$ cat src/rtl/core/sdv_pkg.sv
package sdv_pkg;

	localparam int MAX_ROUND  = 64;
	localparam int TOKEN_BITS = 20;
	localparam int CNT_W      = $clog2(MAX_ROUND + 1);
	localparam int DIV_STEPS  = CNT_W + 16;
	localparam int STEP_W     = $clog2(DIV_STEPS);

	localparam logic [15:0] EMA_KEEP      = 16'd58982;
	localparam logic [12:0] EMA_GAIN      = 13'd6554;
	localparam logic [15:0] EMA_HIGH      = 16'd39322;
	localparam logic [15:0] EMA_LOW       = 16'd19661;
	localparam logic [6:0]  SHORT_DRAFT   = 7'd3;
	localparam logic [6:0]  DEFAULT_DRAFT = 7'd6;
	localparam logic [16:0] RATE_EMPTY    = 17'd65535;
	localparam logic [23:0] POS_MAX       = 24'hFFFFFF;

	// register index, taken from paddr[2]
	localparam logic REG_MAX_DRAFT = 1'b0;
	localparam logic REG_EMA_START = 1'b1;

	typedef enum logic [2:0] {
		ST_RUN,
		ST_DIV,
		ST_MUL,
		ST_ADD,
		ST_FIN
	} st_t;

	typedef struct packed {
		logic pair_en;
		logic close_en;
		logic div_step;
		logic mul_en;
		logic add_en;
		logic fin_en;
	} sdv_cmd_t;

	typedef struct packed {
		logic div_last;
		logic out_busy;
	} sdv_stat_t;

	typedef struct packed {
		logic        ema_load;
		logic [15:0] ema_val;
		logic        max_load;
		logic [6:0]  max_val;
	} sdv_cfg_t;

	// Map the raw register to a usable draft length.
	function automatic logic [6:0] eff_max(input logic [6:0] m);
		logic [6:0] r;
		r = m;
		if (m == 7'd0)
			r = DEFAULT_DRAFT;
		else if (32'(m) > MAX_ROUND)
			r = 7'(MAX_ROUND);
		return r;
	endfunction

endpackage

$ cat src/rtl/core/speculative_draft_verifier_top.sv
// Speculative draft verifier. Feed one round as token-pair items (kind 0) in
// position order, then one close item (kind 1). A pair item is taken every
// cycle while no close is in progress; only the first 64 pairs of a round
// count, and matching stops at the first mismatch or missing target token. A
// close item yields one result item (accepted and drafted counts, rollback
// flag and position, updated Q0.16 acceptance average and next draft length).
// After the cycle that takes a close, no item is taken until it has passed
// the bit-serial rate divider, then one step for both multiplies, one for the
// sum and saturation, and one for the output load, which registers the result
// item. The output load waits while an earlier result item is still held,
// which stretches the close by the cycles of that stall. Pair items yield no
// result. Configuration sits on an APB port: max_draft_length at byte
// address 0, ema_start at 4. Writing either also reloads the live draft
// length or average; write only while the block is idle.
module speculative_draft_verifier_top import sdv_pkg::*; (
	input  logic        clk,
	input  logic        arst_n,
	input  logic        psel,
	input  logic        penable,
	input  logic        pwrite,
	input  logic [2:0]  paddr,
	input  logic [31:0] pwdata,
	output logic [31:0] prdata,
	output logic        pready,
	input  logic        in_valid,
	output logic        in_ready,
	input  logic        kind,
	input  logic [19:0] draft_token,
	input  logic [19:0] target_token,
	input  logic        target_present,
	input  logic [23:0] base_position,
	output logic        out_valid,
	input  logic        out_ready,
	output logic [6:0]  accepted_count,
	output logic        rollback_needed,
	output logic [23:0] rollback_position,
	output logic [6:0]  drafted_count,
	output logic [15:0] acceptance_ema,
	output logic [6:0]  next_draft_length
);

	logic [6:0]  max_draft_q;
	logic [15:0] ema_start_q;
	logic        wr_en;
	sdv_cfg_t    cfg;
	sdv_cmd_t    cmd;
	sdv_stat_t   stat;

	assign pready = 1'b1;
	assign wr_en  = psel && penable && pwrite;

	// Register writes; the byte offset within a word is ignored.
	always_ff @(posedge clk or negedge arst_n) begin
		if (!arst_n) begin
			max_draft_q <= DEFAULT_DRAFT;
			ema_start_q <= '0;
		end else if (wr_en) begin
			case (paddr[2])
				REG_MAX_DRAFT: max_draft_q <= pwdata[6:0];
				REG_EMA_START: ema_start_q <= pwdata[15:0];
				default: ;
			endcase
		end
	end

	always_comb begin
		case (paddr[2])
			REG_MAX_DRAFT: prdata = {25'd0, max_draft_q};
			REG_EMA_START: prdata = {16'd0, ema_start_q};
			default:       prdata = '0;
		endcase
	end

	// Reload the live state in the same cycle as the register write.
	assign cfg.ema_load = wr_en && paddr[2] == REG_EMA_START;
	assign cfg.ema_val  = pwdata[15:0];
	assign cfg.max_load = wr_en && paddr[2] == REG_MAX_DRAFT;
	assign cfg.max_val  = eff_max(pwdata[6:0]);

	sdv_ctrl u_ctrl (
		.clk      (clk),
		.arst_n   (arst_n),
		.in_valid (in_valid),
		.kind     (kind),
		.stat     (stat),
		.in_ready (in_ready),
		.cmd      (cmd)
	);

	sdv_datapath u_dp (
		.clk               (clk),
		.arst_n            (arst_n),
		.cmd               (cmd),
		.cfg               (cfg),
		.max_len           (eff_max(max_draft_q)),
		.draft_token       (draft_token),
		.target_token      (target_token),
		.target_present    (target_present),
		.base_position     (base_position),
		.out_ready         (out_ready),
		.stat              (stat),
		.out_valid         (out_valid),
		.accepted_count    (accepted_count),
		.rollback_needed   (rollback_needed),
		.rollback_position (rollback_position),
		.drafted_count     (drafted_count),
		.acceptance_ema    (acceptance_ema),
		.next_draft_length (next_draft_length)
	);

endmodule

$ cat src/rtl/core/sdv_ctrl.sv
module sdv_ctrl import sdv_pkg::*; (
	input  logic      clk,
	input  logic      arst_n,
	input  logic      in_valid,
	input  logic      kind,
	input  sdv_stat_t stat,
	output logic      in_ready,
	output sdv_cmd_t  cmd
);

	st_t state_q, state_nx;

	always_ff @(posedge clk or negedge arst_n) begin
		if (!arst_n)
			state_q <= ST_RUN;
		else
			state_q <= state_nx;
	end

	always_comb begin
		state_nx = state_q;
		case (state_q)
			ST_RUN: begin
				if (in_valid && kind)
					state_nx = ST_DIV;
			end
			ST_DIV: begin
				if (stat.div_last)
					state_nx = ST_MUL;
			end
			ST_MUL: state_nx = ST_ADD;
			ST_ADD: state_nx = ST_FIN;
			ST_FIN: begin
				if (!stat.out_busy)
					state_nx = ST_RUN;
			end
			default: state_nx = ST_RUN;
		endcase
	end

	always_comb begin
		in_ready = 1'b0;
		cmd      = '0;
		case (state_q)
			ST_RUN: begin
				in_ready     = 1'b1;
				cmd.pair_en  = in_valid && !kind;
				cmd.close_en = in_valid && kind;
			end
			ST_DIV:  cmd.div_step = 1'b1;
			ST_MUL:  cmd.mul_en   = 1'b1;
			ST_ADD:  cmd.add_en   = 1'b1;
			ST_FIN:  cmd.fin_en   = !stat.out_busy;
			default: cmd          = '0;
		endcase
	end

endmodule

$ cat src/rtl/core/sdv_datapath.sv
module sdv_datapath import sdv_pkg::*; (
	input  logic        clk,
	input  logic        arst_n,
	input  sdv_cmd_t    cmd,
	input  sdv_cfg_t    cfg,
	input  logic [6:0]  max_len,
	input  logic [19:0] draft_token,
	input  logic [19:0] target_token,
	input  logic        target_present,
	input  logic [23:0] base_position,
	input  logic        out_ready,
	output sdv_stat_t   stat,
	output logic        out_valid,
	output logic [6:0]  accepted_count,
	output logic        rollback_needed,
	output logic [23:0] rollback_position,
	output logic [6:0]  drafted_count,
	output logic [15:0] acceptance_ema,
	output logic [6:0]  next_draft_length
);

	logic             still_q;
	logic [CNT_W-1:0] match_q, pair_q;
	logic [CNT_W-1:0] acc_s1, dr_s1;
	logic [23:0]      base_s1;
	logic [CNT_W:0]   rem_q;
	logic [DIV_STEPS-1:0] quo_q;
	logic [STEP_W-1:0] step_q;
	logic [31:0]      prod_a_q;
	logic [29:0]      prod_b_q;
	logic [15:0]      ema_q;
	logic [6:0]       draft_q;
	logic             out_valid_q;

	logic             tok_eq;
	logic [CNT_W:0]   trial;
	logic             ge;
	logic [16:0]      rate;
	logic [32:0]      sum;
	logic [16:0]      e_new;
	logic [24:0]      pos_sum;
	logic [23:0]      pos_sat;
	logic [6:0]       draft_nx;
	logic             need;

	assign tok_eq = draft_token[TOKEN_BITS-1:0] == target_token[TOKEN_BITS-1:0];
	assign trial  = {rem_q[CNT_W-1:0], quo_q[DIV_STEPS-1]};
	assign ge     = trial >= {1'b0, dr_s1};
	assign rate   = (dr_s1 == '0) ? RATE_EMPTY : quo_q[16:0];
	assign sum    = {1'b0, prod_a_q} + 33'(prod_b_q);
	assign e_new  = sum[32:16];
	assign need   = acc_s1 < dr_s1;
	assign pos_sum = 25'(base_s1) + 25'(acc_s1) + 25'd1;
	assign pos_sat = pos_sum[24] ? POS_MAX : pos_sum[23:0];

	always_comb begin
		draft_nx = draft_q;
		if (ema_q > EMA_HIGH && draft_q < max_len)
			draft_nx = max_len;
		else if (ema_q < EMA_LOW && draft_q > SHORT_DRAFT)
			draft_nx = SHORT_DRAFT;
	end

	assign stat.div_last = 32'(step_q) == DIV_STEPS - 1;
	assign stat.out_busy = out_valid_q && !out_ready;
	assign out_valid     = out_valid_q;

	// round counters and adaptive state
	always_ff @(posedge clk or negedge arst_n) begin
		if (!arst_n) begin
			still_q <= 1'b1;
			match_q <= '0;
			pair_q  <= '0;
			ema_q   <= '0;
			draft_q <= DEFAULT_DRAFT;
			out_valid_q <= 1'b0;
		end else begin
			if (cmd.pair_en && 32'(pair_q) < MAX_ROUND) begin
				pair_q <= pair_q + 1'b1;
				if (still_q && target_present && tok_eq)
					match_q <= match_q + 1'b1;
				else
					still_q <= 1'b0;
			end
			if (cmd.close_en) begin
				still_q <= 1'b1;
				match_q <= '0;
				pair_q  <= '0;
			end
			if (cfg.ema_load)
				ema_q <= cfg.ema_val;
			else if (cmd.add_en)
				ema_q <= e_new[16] ? 16'hFFFF : e_new[15:0];
			if (cfg.max_load)
				draft_q <= cfg.max_val;
			else if (cmd.fin_en)
				draft_q <= draft_nx;
			if (cmd.fin_en)
				out_valid_q <= 1'b1;
			else if (out_ready)
				out_valid_q <= 1'b0;
		end
	end

	// close snapshot, divider, multiply stage and result registers
	always_ff @(posedge clk) begin
		if (cmd.close_en) begin
			acc_s1  <= match_q;
			dr_s1   <= pair_q;
			base_s1 <= base_position;
			rem_q   <= '0;
			quo_q   <= {match_q, 16'd0};
			step_q  <= '0;
		end else if (cmd.div_step) begin
			rem_q  <= ge ? trial - {1'b0, dr_s1} : trial;
			quo_q  <= {quo_q[DIV_STEPS-2:0], ge};
			step_q <= step_q + 1'b1;
		end
		if (cmd.mul_en) begin
			prod_a_q <= ema_q * EMA_KEEP;
			prod_b_q <= rate * EMA_GAIN;
		end
		if (cmd.fin_en) begin
			accepted_count    <= 7'(acc_s1);
			rollback_needed   <= need;
			rollback_position <= need ? pos_sat : 24'd0;
			drafted_count     <= 7'(dr_s1);
			acceptance_ema    <= ema_q;
			next_draft_length <= draft_nx;
		end
	end

endmodule

$ cat config.mk
export PLATFORM = sky130hd
export DESIGN_NAME = speculative_draft_verifier_top
export DESIGN_NICKNAME = d
export VERILOG_FILES = /design/src/rtl/core/sdv_pkg.sv /design/src/rtl/core/speculative_draft_verifier_top.sv /design/src/rtl/core/sdv_ctrl.sv /design/src/rtl/core/sdv_datapath.sv
export SDC_FILE = /design/constraint.sdc
export NUM_CORES = 1
export LEC_CHECK = 0
export CAP_MARGIN = 5
export CORE_AREA = 4 4 203 205
export DETAILED_ROUTE_END_ITERATION = 6
export DIE_AREA = 0 0 207 209
export DONT_BUFFER_PORTS = 1
export PLACE_DENSITY = 0.67
export SETUP_SLACK_MARGIN = 0.05
export SLEW_MARGIN = 15
export SYNTH_ARGS = -nofsm -noshare
export SYNTH_HDL_FRONTEND = slang
export SYNTH_HIERARCHICAL = 1
export SYNTH_SLANG_ARGS = --single-unit
$ cat constraint.sdc
create_clock -name clk -period 10 [get_ports clk]
set_input_delay 0.5 -clock clk [delete_from_list [all_inputs] [get_ports clk]]
set_output_delay 0.5 -clock clk [all_outputs]
set_load 0.01 [all_outputs]
==> results.md <==
- The run finished with clean final reports.
- The initial antenna violation count is 0.
- The worst setup path is captured at a flop.
- The cell sitting at the root of the clock tree is a sky130_fd_sc_hd__clkbuf_16.
- The upper clock frequency limit is roughly 150 MHz.
- With fillers left out, the area of the finished cells amounts to 22900 µm².
- The worst register-to-register path has a setup slack of roughly 3500 ps.
- The average wire per cell in the routed design is between 15 and 20 µm.
- The critical path class is reg -> reg.
- The measured slew at the worst slew-check pin is 1040 ps.
- The biggest area contributor in the post-synthesis netlist is sky130_fd_sc_hd__edfxtp_1.
- The gate count of the mapped netlist is a little over 2000.
- The floorplan step set the die height to about 210 µm.
- The total vias in the final route is approximately 14000.
- Hold repair after CTS inserted 2 buffers.
- The first global-routing pass estimated ~71 mm of wire.
- For this run, the post-layout net count is 2569.
- The headroom to the max-slew limit is 30.8%.
- The required time reported for the critical path endpoint is 10310 ps.
- The final RePlAce weighted congestion is a little under 0.9.
- Yosys printed 6 warnings.
- The share of the synthesized area in the top cell type is about a quarter.
- The library cell used most frequently in the layout, excluding fill and tap cells, is sky130_fd_sc_hd__inv_1.
- Leaving out filler cells and counting taps, the final layout contains between 2000 and 3000.
- The clock net in this run drives a total of 260 sinks.
- Counting flops with an async set or reset pin after synthesis yields a share of between 20% and 30%.
- Yosys attributes the largest share of cell area to sky130_fd_sc_hd__edfxtp_1 (23%), sky130_fd_sc_hd__ha_1 (17%), sky130_fd_sc_hd__fa_1 (14%), sky130_fd_sc_hd__dfrtp_1 (7.0%), sky130_fd_sc_hd__inv_1 (5.9%).
- Counting the buffers created by CTS gives 29.
- Clock skew on the completed layout was measured at about 16 ps.
- The register bit count reported by yosys is 260.
- The clock network latency to the later pin of the worst-skew pair is ~560 ps.
- For this block, the initial DRC count from the detailed router was around 730.
- The number of cells upsized or downsized after cts is 0.
- Including well taps, the total number of placed cells is roughly 2500.
- Fill cells in the final layout number 3323.
- The smallest clock period supported by the final layout is computed as ~6500 ps.
- Max-cap violations in this run came to 0.
- The via count of the first global-routing pass came to approximately 14000.
- Relative to the synthesized area, the layout overhead comes to 6.93%.
- The clock input transition at the sequential cells of the worst setup and hold paths is 60 ps.
- The startpoint identified for the worst register-to-register timing path is u_dp/ema_q[1].
- Dividing the final minimum period by the clock period gives roughly 65%.
- The sequential-to-total area share from yosys stat is between 30% and 40%.
- CTS built an H-tree with a depth of 1.
- The floorplan has 73 rows.
- The kind of path behind the tightest hold check is in -> reg.
- The aggregate negative setup slack is 0 ps.
- Once detail routing completed, the nets flagged for antenna violations numbered 0.
- The count of boundary I/O pins is ~210.
- The library cells used most frequently in the layout, excluding fill and tap cells, are sky130_fd_sc_hd__inv_1 (335), sky130_fd_sc_hd__ha_1 (293), sky130_fd_sc_hd__edfxtp_1 (167).
- The primary flip-flop cell chosen by synthesis mapping is sky130_fd_sc_hd__edfxtp_1.
- For the worst flop-to-flop path, the logic depth is 21.
- The first TritonRoute pass finished after 6 iterations.
- The clock tree from TritonCTS is yes.
- The end of the worst register-to-register path is u_dp/prod_a_q[30].
- In this run the most critical hold path is launched from base_position[4].
- The overall track demand over capacity in global routing is between 15 and 20%.
- The largest net degree at the start of global routing is between 70 and 80.
- The share of final-layout standard cells stronger than drive strength 1 is between 6 and 7%.
- Once detailed placement completed, the half-perimeter wirelength came to about 35 mm.
- The number of buffers added for setup after CTS is 0.
- No sink is reached through more buffers than the 3 on the longest clock path.
- For this configuration, the core starts out at a cell density of 54.3%.
- In the routed layout, each cell is associated on average with a via count of roughly 5.4.
- The floorplan step defined a die boundary enclosing about 43000 µm².
- The worst-case hold path end point is u_dp/base_s1[4].
- The highest fanout seen on the critical path is 8.
- After synthesis, the mean cell area works out to about 11 µm².
- The final setup violation count is 0.
- The synthesized design contains between 150 and 200 enable-type register cells.
- After detailed routing, the number of remaining DRC violations is 0.
- The placed instances occupy a cell area of around 22000 µm².
- After floorplanning, the core was sized to cover 39500 µm².
- In this run, distinct cell masters in the synthesized netlist total 92.
- The number of instances on the worst hold path is 0.
- The total overflow left after global routing is 0.
- The worst setup path is launched from a flop.
- STA puts the critical path data arrival time at approximately 6800 ps.
- The count of buffers from port buffering is 0.
- The cell area after synthesis is 21400 µm².
- The count of final max-slew check failures is 0.
- The repair_antennas step left the layout with diodes totalling 0.
- The total wire length after detailed routing is roughly 43 mm.
- Setup repair after global routing left no endpoint under its margin.
- The width of the die is around 210 µm.
- The final hold violation count came to 0.
==> per-layer routing <==
metal	GRT usage [%]	wire length, µm	vias to the layer above
met4	4.22	935	0
met3	2.84	1680	72
met2	33.4	20800	302
met1	27.4	20100	6707
met5	0	0	-
li1	-	-	6874
==> worst max path at each step <==
stage / from / to / cells after the start
floorplan: u_ctrl/state_q[0] / u_dp/draft_q[3] / 5
global placement: u_dp/dr_s1[1] / u_dp/prod_b_q[29] / 24
detailed placement: u_dp/ema_q[1] / u_dp/prod_a_q[30] / 21
CTS: u_dp/ema_q[1] / u_dp/prod_a_q[30] / 21
global route: u_dp/ema_q[1] / u_dp/prod_a_q[30] / 20
finish: u_dp/ema_q[1] / u_dp/prod_a_q[30] / 21
==> synthesized netlist by cell type (12+ instances only) <==
cell	n
sky130_fd_sc_hd__a211oi_1	17
sky130_fd_sc_hd__a21o_1	26
sky130_fd_sc_hd__a21oi_1	96
sky130_fd_sc_hd__and2_1	14
sky130_fd_sc_hd__and3_1	13
sky130_fd_sc_hd__buf_4	19
sky130_fd_sc_hd__clkbuf_1	22
sky130_fd_sc_hd__dfrtp_1	60
sky130_fd_sc_hd__dfxtp_1	28
sky130_fd_sc_hd__edfxtp_1	167
sky130_fd_sc_hd__fa_1	147
sky130_fd_sc_hd__ha_1	293
sky130_fd_sc_hd__inv_1	335
sky130_fd_sc_hd__mux2_2	31
sky130_fd_sc_hd__mux2i_1	27
sky130_fd_sc_hd__nand2_1	97
sky130_fd_sc_hd__nand2b_1	22
sky130_fd_sc_hd__nand3_1	31
sky130_fd_sc_hd__nand4_1	15
sky130_fd_sc_hd__nor2_1	123
sky130_fd_sc_hd__nor2b_1	21
sky130_fd_sc_hd__nor3_1	23
sky130_fd_sc_hd__o21a_1	13
sky130_fd_sc_hd__o21ai_0	50
sky130_fd_sc_hd__o21bai_1	14
sky130_fd_sc_hd__o31ai_1	12
sky130_fd_sc_hd__or2_2	18
sky130_fd_sc_hd__xnor2_1	79
sky130_fd_sc_hd__xor2_1	38
==> critical path, cell delays in order, from the launching register on <==
cell	delay, ps
sky130_fd_sc_hd__dfrtp_1	550
sky130_fd_sc_hd__inv_1	150
sky130_fd_sc_hd__fa_1	550
sky130_fd_sc_hd__inv_1	50
sky130_fd_sc_hd__fa_1	490
sky130_fd_sc_hd__fa_1	530
sky130_fd_sc_hd__inv_1	60
sky130_fd_sc_hd__fa_1	530
sky130_fd_sc_hd__inv_1	60
sky130_fd_sc_hd__fa_1	530
sky130_fd_sc_hd__inv_1	50
sky130_fd_sc_hd__fa_1	500
sky130_fd_sc_hd__inv_1	40
sky130_fd_sc_hd__ha_1	350
sky130_fd_sc_hd__a41oi_1	200
sky130_fd_sc_hd__o21ai_1	100
sky130_fd_sc_hd__a21oi_1	320
sky130_fd_sc_hd__nand2_1	110
sky130_fd_sc_hd__a21oi_2	210
sky130_fd_sc_hd__nor3_1	150
sky130_fd_sc_hd__or4b_1	520
sky130_fd_sc_hd__and3_1	190
==> state kept, by name (all words and copies together), names as in the netlist <==
signal / count
u_dp/accepted_count: 7
u_dp/base_s1: 24
max_draft_q: 7
u_dp/prod_b_q: 29
u_dp/rollback_position: 24
u_dp/acceptance_ema: 16
u_dp/acc_s1: 7
ema_start_q: 16
u_dp/rem_q: 7
u_dp/out_valid: 1
u_dp/still_q: 1
u_dp/dr_s1: 7
u_ctrl/state_q: 3
u_dp/step_q: 5
u_dp/prod_a_q: 31
u_dp/rollback_needed: 1
u_dp/pair_q: 7
u_dp/ema_q: 16
u_dp/match_q: 7
u_dp/draft_q: 7
u_dp/drafted_count: 7
u_dp/quo_q: 23
u_dp/next_draft_length: 7
==> area by class of cell <==
cell class / instances / area, µm² / share of cell area (%)
multi-input cells: 1387 / 12700 / 55.6
flip-flops and latches: 260 / 7210 / 31.5
inverters: 335 / 1260 / 5.49
repair buffers: 8 / 82.6 / 0.360
well taps: 525 / 657 / 2.87
clock inverters: 18 / 196 / 0.858
clock buffers: 36 / 772 / 3.37
==> per-stage QoR <==
| step | hold WS, ps | setup WS [ps] | utilization [%] |
|---|---|---|---|
| floorplan | 204 | 914 | - |
| global placement | 206 | 3610 | 55.5 |
| detailed placement | 206 | 3540 | 55.5 |
| CTS | 9.38 | 3510 | 58.1 |
| global route | 8.54 | 3130 | 58.1 |
| finish | 35.5 | 3500 | 58.1 |
==> kinds of logic (layout without fill, tap and decap cells) <==
kind of cell	count (synthesis)	in the layout	share of synthesized area, %
flip-flops	260	260	33.6
buffers and inverters	390	397	7.33
XOR/XNOR	117	117	4.78
AO/OA/AOI/OAI	320	320	10.0
multiplexers	58	58	2.89
adder cells (fa/ha/maj)	440	440	30.8
other	2	17	0.0351
AND/OR/NAND/NOR	435	435	10.5
Power is not shown: default switching activity piles up to over one toggle a cycle in this logic, so the estimate is an artifact.
